<file path="src/rtl/core/sntp_client_poll_timekeeper_top_assert.svh">
// ---------------------------------------------------------------------------
// SNTP poll timekeeper assertion macros
// Shorthand for the clocked, reset-gated checks of the top level.
// ---------------------------------------------------------------------------
`ifndef SNTP_CLIENT_POLL_TIMEKEEPER_TOP_ASSERT_SVH
`define SNTP_CLIENT_POLL_TIMEKEEPER_TOP_ASSERT_SVH

// same-cycle implication
`define SNTP_ASSERT_NOW(label, ante, cons, msg) \
    label: assert property (@(posedge i_clk) disable iff (!i_rst_n) \
        (ante) |-> (cons)) else $error(msg);

// next-cycle implication
`define SNTP_ASSERT_NEXT(label, ante, cons, msg) \
    label: assert property (@(posedge i_clk) disable iff (!i_rst_n) \
        (ante) |=> (cons)) else $error(msg);

`endif

</file>
<file path="src/rtl/core/sntp_pkg.sv">
// ---------------------------------------------------------------------------
// SNTP poll timekeeper package
// Constants, register indexes and helpers of the SNTP poll timekeeper.
// ---------------------------------------------------------------------------
package sntp_pkg;

    // configuration register indexes
    typedef enum logic [1:0] {
        CFG_SERVER_PORT      = 2'd0,
        CFG_RETRY_INTERVAL   = 2'd1,
        CFG_REFRESH_INTERVAL = 2'd2,
        CFG_EXPIRY_INTERVAL  = 2'd3
    } t_cfg_index;

    localparam logic [15:0] ServerPortRst     = 16'd123;
    localparam logic [31:0] RetryIntervalRst  = 32'd5000;
    localparam logic [31:0] RefreshIntervalRst = 32'd300000;
    localparam logic [31:0] ExpiryIntervalRst = 32'd1209600000;

    localparam logic [31:0] NtpUnixDelta  = 32'd2208988800;
    localparam logic [15:0] MinReplyBytes = 16'd48;

    // fraction / 4294968 = (fraction >> 3) / 536871, exact reciprocal for 29 bits
    localparam logic [63:0] FracDivisor    = 64'd536871;
    localparam int unsigned FracShift      = 49;
    localparam logic [63:0] FracRecipWide  =
        ((64'd1 << FracShift) + FracDivisor - 64'd1) / FracDivisor;
    localparam logic [29:0] FracRecip      = FracRecipWide[29:0];

    // ms / 1000 = (ms >> 3) / 125, exact reciprocal for 29 bits
    localparam logic [63:0] SecDivisor     = 64'd125;
    localparam int unsigned SecShift       = 36;
    localparam logic [63:0] SecRecipWide   =
        ((64'd1 << SecShift) + SecDivisor - 64'd1) / SecDivisor;
    localparam logic [29:0] SecRecip       = SecRecipWide[29:0];

    function automatic logic [31:0] swap_bytes(input logic [31:0] v);
        swap_bytes = {v[7:0], v[15:8], v[23:16], v[31:24]};
    endfunction

endpackage

</file>
<file path="src/rtl/core/sntp_client_poll_timekeeper_top.sv">
// ---------------------------------------------------------------------------
// SNTP poll timekeeper
// Tracks Unix time from SNTP replies and schedules time requests per poll.
// ---------------------------------------------------------------------------
//  channel   direction  handshake                     payload
//  poll      in         i_in_valid / o_in_stall       now, force, reply fields
//  result    out        o_out_valid / i_out_stall     send, accepted, known, unix
//  config    in         i_cfg_valid / o_cfg_ready     i_cfg_index, i_cfg_data
//
//  One poll word is taken per cycle unless the pipeline is stalled; each result
//  passes input register, state update, fraction divide, seconds divide, output.
//  The state update stage is the only loop.
//  Synchronous active-low reset clears valids and state and loads config defaults.
//  A stalled output backs up stage by stage; empty stages keep taking words.
// ---------------------------------------------------------------------------
`include "sntp_client_poll_timekeeper_top_assert.svh"

module sntp_client_poll_timekeeper_top
    import sntp_pkg::*;
(
    input  logic        i_clk,
    input  logic        i_rst_n,
    // poll channel
    input  logic        i_in_valid,
    output logic        o_in_stall,
    input  logic [31:0] i_now_ms,
    input  logic        i_force_query,
    input  logic        i_reply_present,
    input  logic [15:0] i_reply_port,
    input  logic [15:0] i_reply_length,
    input  logic [31:0] i_tx_seconds_raw,
    input  logic [31:0] i_tx_fraction_raw,
    // result channel
    output logic        o_out_valid,
    input  logic        i_out_stall,
    output logic        o_send_request,
    output logic        o_reply_accepted,
    output logic        o_time_known,
    output logic [31:0] o_unix_seconds,
    // configuration channel
    input  logic        i_cfg_valid,
    output logic        o_cfg_ready,
    input  logic [1:0]  i_cfg_index,
    input  logic [31:0] i_cfg_data
);

    // configuration
    logic [15:0] r_server_port;
    logic [31:0] r_retry_ms;
    logic [31:0] r_refresh_ms;
    logic [31:0] r_expiry_ms;

    // timekeeping state
    logic [31:0] r_last_req_ms;
    logic [31:0] r_capture_ms;
    logic [31:0] r_base_sec;
    logic [31:0] r_frac_raw;

    // stage 0: input register
    logic        r0_v;
    logic [31:0] r0_now;
    logic        r0_force;
    logic        r0_present;
    logic [15:0] r0_port;
    logic [15:0] r0_len;
    logic [31:0] r0_tx_s;
    logic [31:0] r0_tx_f;

    // stage 1: after state update
    logic        r1_v;
    logic        r1_send;
    logic        r1_acc;
    logic [31:0] r1_base;
    logic [31:0] r1_diff;
    logic [31:0] r1_frac_raw;

    // stage 2: fraction in ms
    logic        r2_v;
    logic        r2_send;
    logic        r2_acc;
    logic [31:0] r2_base;
    logic [31:0] r2_diff;
    logic [9:0]  r2_frac_ms;

    // stage 3: elapsed seconds
    logic        r3_v;
    logic        r3_send;
    logic        r3_acc;
    logic [31:0] r3_base;
    logic [22:0] r3_sec;

    // output register
    logic        r_out_valid;
    logic        r_out_send;
    logic        r_out_acc;
    logic        r_out_known;
    logic [31:0] r_out_unix;

    logic en0, en1, en2, en3, en_out;

    // state update signals
    logic [31:0] n_last_req_ms;
    logic [31:0] n_capture_ms;
    logic [31:0] n_base_sec;
    logic [31:0] n_frac_raw;
    logic        n_send;
    logic        n_acc;
    logic [31:0] last_eff;
    logic [31:0] delta;
    logic [31:0] base_kept;

    logic [58:0] frac_prod;
    logic [31:0] elapsed;
    logic [58:0] sec_prod;

    // ------------------------------------------------------------------
    // stage enables: a stage moves when it is empty or its successor moves
    // ------------------------------------------------------------------
    assign en_out     = !r_out_valid || !i_out_stall;
    assign en3        = !r3_v || en_out;
    assign en2        = !r2_v || en3;
    assign en1        = !r1_v || en2;
    assign en0        = !r0_v || en1;
    assign o_in_stall = !en0;

    assign o_cfg_ready = 1'b1;

    always_ff @(posedge i_clk) begin
        if (!i_rst_n) begin
            r_server_port <= ServerPortRst;
            r_retry_ms    <= RetryIntervalRst;
            r_refresh_ms  <= RefreshIntervalRst;
            r_expiry_ms   <= ExpiryIntervalRst;
        end else if (i_cfg_valid && o_cfg_ready) begin
            unique case (t_cfg_index'(i_cfg_index))
                CFG_SERVER_PORT:      r_server_port <= i_cfg_data[15:0];
                CFG_RETRY_INTERVAL:   r_retry_ms    <= i_cfg_data;
                CFG_REFRESH_INTERVAL: r_refresh_ms  <= i_cfg_data;
                CFG_EXPIRY_INTERVAL:  r_expiry_ms   <= i_cfg_data;
            endcase
        end
    end

    // ------------------------------------------------------------------
    // stage 0
    // ------------------------------------------------------------------
    always_ff @(posedge i_clk) begin
        if (!i_rst_n) begin
            r0_v <= 1'b0;
        end else if (en0) begin
            r0_v <= i_in_valid;
        end
    end

    always_ff @(posedge i_clk) begin
        if (en0) begin
            r0_now     <= i_now_ms;
            r0_force   <= i_force_query;
            r0_present <= i_reply_present;
            r0_port    <= i_reply_port;
            r0_len     <= i_reply_length;
            r0_tx_s    <= i_tx_seconds_raw;
            r0_tx_f    <= i_tx_fraction_raw;
        end
    end

    // ------------------------------------------------------------------
    // stage 1: force backdate, reply check, expiry and scheduling
    // ------------------------------------------------------------------
    always_comb begin
        last_eff  = r0_force ? (r0_now - r_refresh_ms) : r_last_req_ms;
        delta     = r0_now - last_eff;
        base_kept = (delta >= r_expiry_ms) ? 32'd0 : r_base_sec;
        n_acc     = r0_present && (r0_port == r_server_port) && (r0_len >= MinReplyBytes);

        n_capture_ms  = r_capture_ms;
        n_base_sec    = r_base_sec;
        n_frac_raw    = r_frac_raw;
        n_last_req_ms = last_eff;
        n_send        = 1'b0;

        if (n_acc) begin
            n_capture_ms = r0_now;
            n_base_sec   = swap_bytes(r0_tx_s) - NtpUnixDelta;
            n_frac_raw   = swap_bytes(r0_tx_f);
        end else begin
            n_base_sec = base_kept;
            n_send     = (delta >= r_refresh_ms) ||
                         ((base_kept == 32'd0) && (delta > r_retry_ms));
            if (n_send) begin
                n_last_req_ms = r0_now;
            end
        end
    end

    always_ff @(posedge i_clk) begin
        if (!i_rst_n) begin
            r_last_req_ms <= '0;
            r_capture_ms  <= '0;
            r_base_sec    <= '0;
            r_frac_raw    <= '0;
            r1_v          <= 1'b0;
        end else if (en1) begin
            r1_v <= r0_v;
            if (r0_v) begin
                r_last_req_ms <= n_last_req_ms;
                r_capture_ms  <= n_capture_ms;
                r_base_sec    <= n_base_sec;
                r_frac_raw    <= n_frac_raw;
            end
        end
    end

    always_ff @(posedge i_clk) begin
        if (en1) begin
            r1_send     <= n_send;
            r1_acc      <= n_acc;
            r1_base     <= n_base_sec;
            r1_diff     <= r0_now - n_capture_ms;
            r1_frac_raw <= n_frac_raw;
        end
    end

    // ------------------------------------------------------------------
    // stage 2: fraction word to milliseconds
    // ------------------------------------------------------------------
    assign frac_prod = 59'(r1_frac_raw[31:3]) * 59'(FracRecip);

    always_ff @(posedge i_clk) begin
        if (!i_rst_n) begin
            r2_v <= 1'b0;
        end else if (en2) begin
            r2_v <= r1_v;
        end
    end

    always_ff @(posedge i_clk) begin
        if (en2) begin
            r2_send    <= r1_send;
            r2_acc     <= r1_acc;
            r2_base    <= r1_base;
            r2_diff    <= r1_diff;
            r2_frac_ms <= frac_prod[FracShift +: 10];
        end
    end

    // ------------------------------------------------------------------
    // stage 3: elapsed milliseconds to seconds
    // ------------------------------------------------------------------
    assign elapsed  = r2_diff + 32'(r2_frac_ms);
    assign sec_prod = 59'(elapsed[31:3]) * 59'(SecRecip);

    always_ff @(posedge i_clk) begin
        if (!i_rst_n) begin
            r3_v <= 1'b0;
        end else if (en3) begin
            r3_v <= r2_v;
        end
    end

    always_ff @(posedge i_clk) begin
        if (en3) begin
            r3_send <= r2_send;
            r3_acc  <= r2_acc;
            r3_base <= r2_base;
            r3_sec  <= sec_prod[SecShift +: 23];
        end
    end

    // ------------------------------------------------------------------
    // output register
    // ------------------------------------------------------------------
    always_ff @(posedge i_clk) begin
        if (!i_rst_n) begin
            r_out_valid <= 1'b0;
        end else if (en_out) begin
            r_out_valid <= r3_v;
        end
    end

    always_ff @(posedge i_clk) begin
        if (en_out) begin
            r_out_send  <= r3_send;
            r_out_acc   <= r3_acc;
            r_out_known <= (r3_base != 32'd0);
            r_out_unix  <= (r3_base != 32'd0) ? (r3_base + 32'(r3_sec)) : 32'd0;
        end
    end

    assign o_out_valid      = r_out_valid;
    assign o_send_request   = r_out_send;
    assign o_reply_accepted = r_out_acc;
    assign o_time_known     = r_out_known;
    assign o_unix_seconds   = r_out_unix;

    // ------------------------------------------------------------------
    // checks
    // ------------------------------------------------------------------
    `SNTP_ASSERT_NOW(a_acc_no_send, o_out_valid && o_reply_accepted, !o_send_request,
        "request raised on a poll whose reply was accepted")
    `SNTP_ASSERT_NOW(a_unknown_zero, o_out_valid && !o_time_known, o_unix_seconds == 32'd0,
        "unknown time reported with nonzero seconds")
    `SNTP_ASSERT_NOW(a_acc_diff_zero, r1_v && r1_acc, r1_diff == 32'd0,
        "accepted reply did not capture the poll time")
    `SNTP_ASSERT_NOW(a_full_backpressure,
        r0_v && r1_v && r2_v && r3_v && r_out_valid && i_out_stall, o_in_stall,
        "full pipeline took a poll word under output stall")

endmodule
</file>
<file path="config.mk">
export PLATFORM = sky130hd
export DESIGN_NAME = sntp_client_poll_timekeeper_top
export DESIGN_NICKNAME = d
export VERILOG_FILES = /design/src/rtl/core/sntp_pkg.sv /design/src/rtl/core/sntp_client_poll_timekeeper_top.sv
export VERILOG_INCLUDE_DIRS = /design/src /design/src/rtl/core
export SDC_FILE = /design/constraint.sdc
export NUM_CORES = 2
export LEC_CHECK = 0
export BUFFER_PORTS_ARGS = -buffer_cell sky130_fd_sc_hd__buf_2
export CORE_MARGIN = 2
export CORE_UTILIZATION = 30
export DETAILED_ROUTE_END_ITERATION = 6
export MAX_ROUTING_LAYER = met4
export SLEW_MARGIN = 20
export SYNTH_ARGS = -nofsm -noshare
export SYNTH_HDL_FRONTEND = slang
export SYNTH_SLANG_ARGS = --single-unit
</file>
<file path="constraint.sdc">
create_clock -name i_clk -period 8.9 [get_ports i_clk]
set_input_delay 0.89 -clock i_clk [delete_from_list [all_inputs] [get_ports i_clk]]
set_output_delay 0.89 -clock i_clk [all_outputs]
set_load 0.02 [all_outputs]
</file>
Word level (Yosys, flattened, before mapping)
Cells that the tools add are included.
- flip-flop bits (word level): 641
- input bits: 169
- output and inout bits: 38
- word-level logic and storage cells: 85
- add/sub/neg operators: 6
- multiply operators: 2
- $lt $le $gt $ge: 4
- equal/unequal tests: 4
- muxes and demuxes: 7
- reduce and logical (&&, ||, !) cells: 24
- operators with widths (cell ; number):
    32-bit two-way mux ; 7
    32-bit subtractor ; 3
    32-bit >= comparator ; 2
    29-bit by 30-bit multiplier with 59-bit output, second input constant ; 1
    29-bit by 29-bit multiplier with 58-bit output, second input constant ; 1
    32-bit by 10-bit adder with 32-bit output ; 1
    32-bit by 23-bit adder with 32-bit output ; 1
    32-bit > comparator ; 1
    32-bit zero test ; 1
    32-bit nonzero test ; 1
    32-bit subtractor, second input constant ; 1
    16-bit equality test ; 1
    16-bit by 6-bit >= comparator with 1-bit output, second input constant ; 1
    2-bit AND reduction ; 5
    1-bit zero test ; 7
    1-bit logical OR ; 6
    2-bit equality test, second input constant ; 2
    1-bit logical AND ; 3
    2-bit by 1-bit equality test with 1-bit output, second input constant ; 1
    2-bit zero test ; 1

Longest topological paths before layout
- depth in word-level cells: 10
- depth in mapped cells: 42
- mapped depth without buffers: 40

Least setup slack after synthesis
No wires, ideal clock.
- kind: register -> register
- start: register r2_diff[1]
- end: register r3_sec[19] (data pin)
- library setup time: 258 ps
- data arrival time: 9501 ps
- required time: 8642 ps
- setup slack: -859 ps
- cell stages (with the launch flop): 41
- buffers on the path: 2
- period minus slack after synthesis: 9759 ps
- cell sequence: edfxtp_1 ha_1 a31o_2 a21o_1 a21oi_1 o21bai_1 a21oi_1 o21bai_1 a21oi_1 o21ai_1 and4_1 buf_2 and3_1 clkbuf_1 nand4_1 xnor2_1 ha_1 fa_1 [... 5 more ...] inv_1 fa_1 inv_1 fa_1 ha_1 ha_1 a21oi_1 o21ai_0 a2111oi_0 a21oi_1 nor3_1 a211oi_1 a21oi_1 o21a_1 nor3b_1 or3_1 a31oi_1 xnor2_1
- word-level cells in the longest chain between the ends: 2
- RTL lines (what ; line ; source):
    from (decl) ; sntp_client_poll_timekeeper_top.sv:82 ; logic [31:0] r2_diff;
    from (signal assigned) ; sntp_client_poll_timekeeper_top.sv:242 ; r2_diff <= r1_diff;
    32-bit by 10-bit adder with 32-bit output ; sntp_client_poll_timekeeper_top.sv:250 ; assign elapsed = r2_diff + 32'(r2_frac_ms);
    29-bit by 29-bit multiplier with 58-bit output ; sntp_client_poll_timekeeper_top.sv:251 ; assign sec_prod = 59'(elapsed[31:3]) * 59'(SecRecip);
    named net sec_prod[55] ; sntp_client_poll_timekeeper_top.sv:114 ; logic [58:0] sec_prod;
    to (signal assigned) ; sntp_client_poll_timekeeper_top.sv:266 ; r3_sec <= sec_prod[SecShift +: 23];
    to (decl) ; sntp_client_poll_timekeeper_top.sv:90 ; logic [22:0] r3_sec;
The timed path passes the listed nets, and every way through them passes these cells.
A chain may end at the register's enable or synchronous reset.

Worst setup path in the final report
Same ends and word-level chain as after synthesis.

==> impl_metrics.csv <==
group,metric,value,unit
outcome,status,"finished, violations left",
outcome,failed_checks,"negative setup slack",
run,drv_cap,0,
timing,finalCritPeriodShare,102,%
synth,synth_ff_type,"edfxtp_1",
final_layout,fin_nets,7572,
global_routing,antenna_found_initial,6,
drt,final_antenna_net_count,0,
drt,post-route-drc-count,0,
synth,synth.largest_area_cell,"fa_1",
timing,fin_worst_skew,0.0307,ns
final_layout,n_fill_cell,19300,
worst_setup_path,max_stage_delay,0.62,ns
clock_tree,path_clk_slew,0.06,ns
placed_design,place_area,63600,um^2
placed_design,gp_congestion,0.920,
worst_setup_path,crit_fanout,6,
synth,synth_area,57900,um^2
placed_design,hpwl,124000,um
worst_setup_path,slowest_stage,"fa_1",
global_routing,grt_overflow,0,
worst_setup_path,r2r_setup_slack,-0.20,ns
worst_setup_path,cp_common_cell,"fa_1",
synth,synthTopCellsByCount,"inv_1 (946), ha_1 (854), fa_1 (644)",
timing,period_minus_slack,9.10,ns
worst_setup_path,cp.required,9.34,ns
clock_tree,htreeDepth,3,
floorplanning,die_w,443,um
floorplanning,die_h,443,um
final_layout,postLayoutCellArea,66900,um^2
timing,setup_ws,-0.200,ns
timing,maxSlewViolCount,0,
final_layout,area_growth,15.4,%
synth,yosysTopAreaCellShare,22.3,%
worst_setup_path,criticalPathCategory,"register to register",
floorplanning,die_area,197000,um^2
global_routing,grt_usage,15.9,%
floorplanning,core,192000,um^2
drt,firstDrtPassIters,6,
synth,ys_async_sr_fraction,0,%
timing,finalSetupViolations,12,
placed_design,port_buffers,198,
global_routing,grt_pass1_vias,41700,
clock_tree,cts_root_buffer,"clkbuf_16",
clock_tree,cts_tree,"built",
worst_setup_path,worstPathArrival,9.54,ns
timing,rsz0062_at_grt,"yes",
drt,routed_wl,151000,um
drt,drt_iter0_drc,2235,
global_routing,grt_pass1_wl,238000,um
floorplanning,initial_utilization,30.1,%
synth,synth.avg_cell_area,10.5,um^2
global_routing,grt_max_degree,121,
worst_setup_path,start_kind,"register",
drt,wl_per_cell,17.8,um
synth,synthDistinctLibCells,98,
clock_tree,cts_buffers,71,
clock_tree,cts_buffer_depth,3,
drt,vias,40000,
drt,vias_per_cell,4.70,
synth,synth_enable_flop_cells,386,
synth,synth.top_cells.by_area,"fa_1 (22%), edfxtp_1 (20%), ha_1 (18%), dfxtp_1 (8.4%), inv_1 (6.1%)",
synth,synth_cells,5525,
synth,yosysSeqAreaShare,28.4,%
floorplanning,io_pins,207,
timing,slew_headroom,32.2,%
synth,yosys_warnings,0,
timing,worst_pin_slew,1.02,ns
synth,yosysMostFrequentCell,"inv_1",
synth,synth_nets,7192,
clock_tree,insertion_delay,0.69,ns
synth,ys_ff_latch,628,
clock_tree,clock-sinks,628,
final_layout,drive_gt1_share,12.3,%
clock_tree,cts_hold_buffers,0,
worst_setup_path,endpoint_kind,"register",
timing,hold_violations,0,
floorplanning,rows,161,
placed_design,place_ws,-0.611,ns
timing,fmax,110,MHz
min_path,min_path_type,"input port to register",
## kinds of logic (layout without fill, tap and decap cells)
group | Yosys count | after routing | share of synthesized area, %
other cells | 1 | 5 | 0.00647
xor+xnor | 203 | 203 | 3.10
simple gates | 1253 | 1254 | 10.1
compound gates | 813 | 813 | 9.77
mux | 50 | 50 | 0.866
buf+inv | 1075 | 1513 | 6.99
flops | 628 | 628 | 28.4
fa+ha+maj | 1502 | 1502 | 40.8
## through the flow
stage | util (%) | hold slack (ns) | setup TNS, ns | std cells
after floorplan | - | 0.400 | -0.0578 | 5525
after global placement | 33.1 | 0.403 | -6.74 | 8324
after detailed placement | 33.1 | 0.405 | -8.01 | 8325
after CTS | 34.7 | 0.323 | -2.06 | 8479
after global routing | 34.8 | 0.362 | -7.60 | 8492
final | 34.8 | 0.381 | -1.29 | 8494
## cell usage in the layout (no fill, tap or decap), drive strengths merged, types with 81 or more instances in the layout
| cell type | count |
|---|---|
| a21oi | 161 |
| nand2 | 530 |
| dfxtp | 242 |
| a21o | 81 |
| ha | 854 |
| o21ai | 143 |
| a21boi | 116 |
| fa | 644 |
| inv | 952 |
| nand3 | 91 |
| buf | 435 |
| nor2 | 279 |
| xnor2 | 134 |
| edfxtp | 386 |
| clkbuf | 90 |
## final cells by class
cell class | count | area [um^2] | share of cell area (%)
Tap cell | 2526 | 3160 | 4.73
Multi-Input combinational cell | 3823 | 38400 | 57.4
Clock inverter | 42 | 503 | 0.752
Timing Repair Buffer | 435 | 2910 | 4.35
Inverter | 946 | 3560 | 5.32
Antenna cell | 4 | 10.0 | 0.0150
Clock buffer | 90 | 1910 | 2.85
Sequential cell | 628 | 16400 | 24.6
## registers in the layout (all words and copies together), names as in the netlist, 32 cells and up
register,flops
r_retry_ms,32
r2_base,32
r3_base,32
r_expiry_ms,32
r1_diff,32
r_last_req_ms,32
r1_base,32
r0_tx_s,32
r0_now,32
r_capture_ms,32
r_base_sec,32
r_refresh_ms,32
r2_diff,32
o_unix_seconds,32
## worst paths after layout
path | start | to | cells past startpoint
hold / removal | i_force_query | r0_force | 1
hold reg to reg | r1_base[20] | r2_base[20] | 0
setup / recovery | r2_diff[1] | r3_sec[19] | 39
setup reg to reg | r2_diff[1] | r3_sec[19] | 39
## per-layer routing
| layer | part of all wire (%) | vias up | global-route usage, % |
|---|---|---|---|
| met2 | 50 | 692 | 27.2 |
| met4 | 2.8 | 0 | 4.62 |
| met1 | 44 | 19800 | 19.9 |
| met5 | 0 | - | - |
| li1 | - | 19300 | - |
| met3 | 3.5 | 179 | 1.59 |
## worst max-delay path: cells and delay by family, from the launching register on
family | cells | cell delay [ns]
adders and majority gates | 10 | 3.95
AOI/OAI and AO/OA | 13 | 1.90
buffers and inverters | 5 | 0.58
xor gates and xnor gates | 2 | 0.28
and+or+nand+nor | 9 | 1.74
DFF | 1 | 0.37
## what timing repair did
action                                  CTS  global route
endpoints found under the setup margin   21            55
hold endpoints to repair                  0             0
gates resized for setup                  84            39
buffers inserted                         22            12
gates cloned                              1             0
pin swaps                                46            29
Power is left out: the tool's default activity adds up to more than one toggle a clock period on the data nets, which glitch-free logic cannot reach.
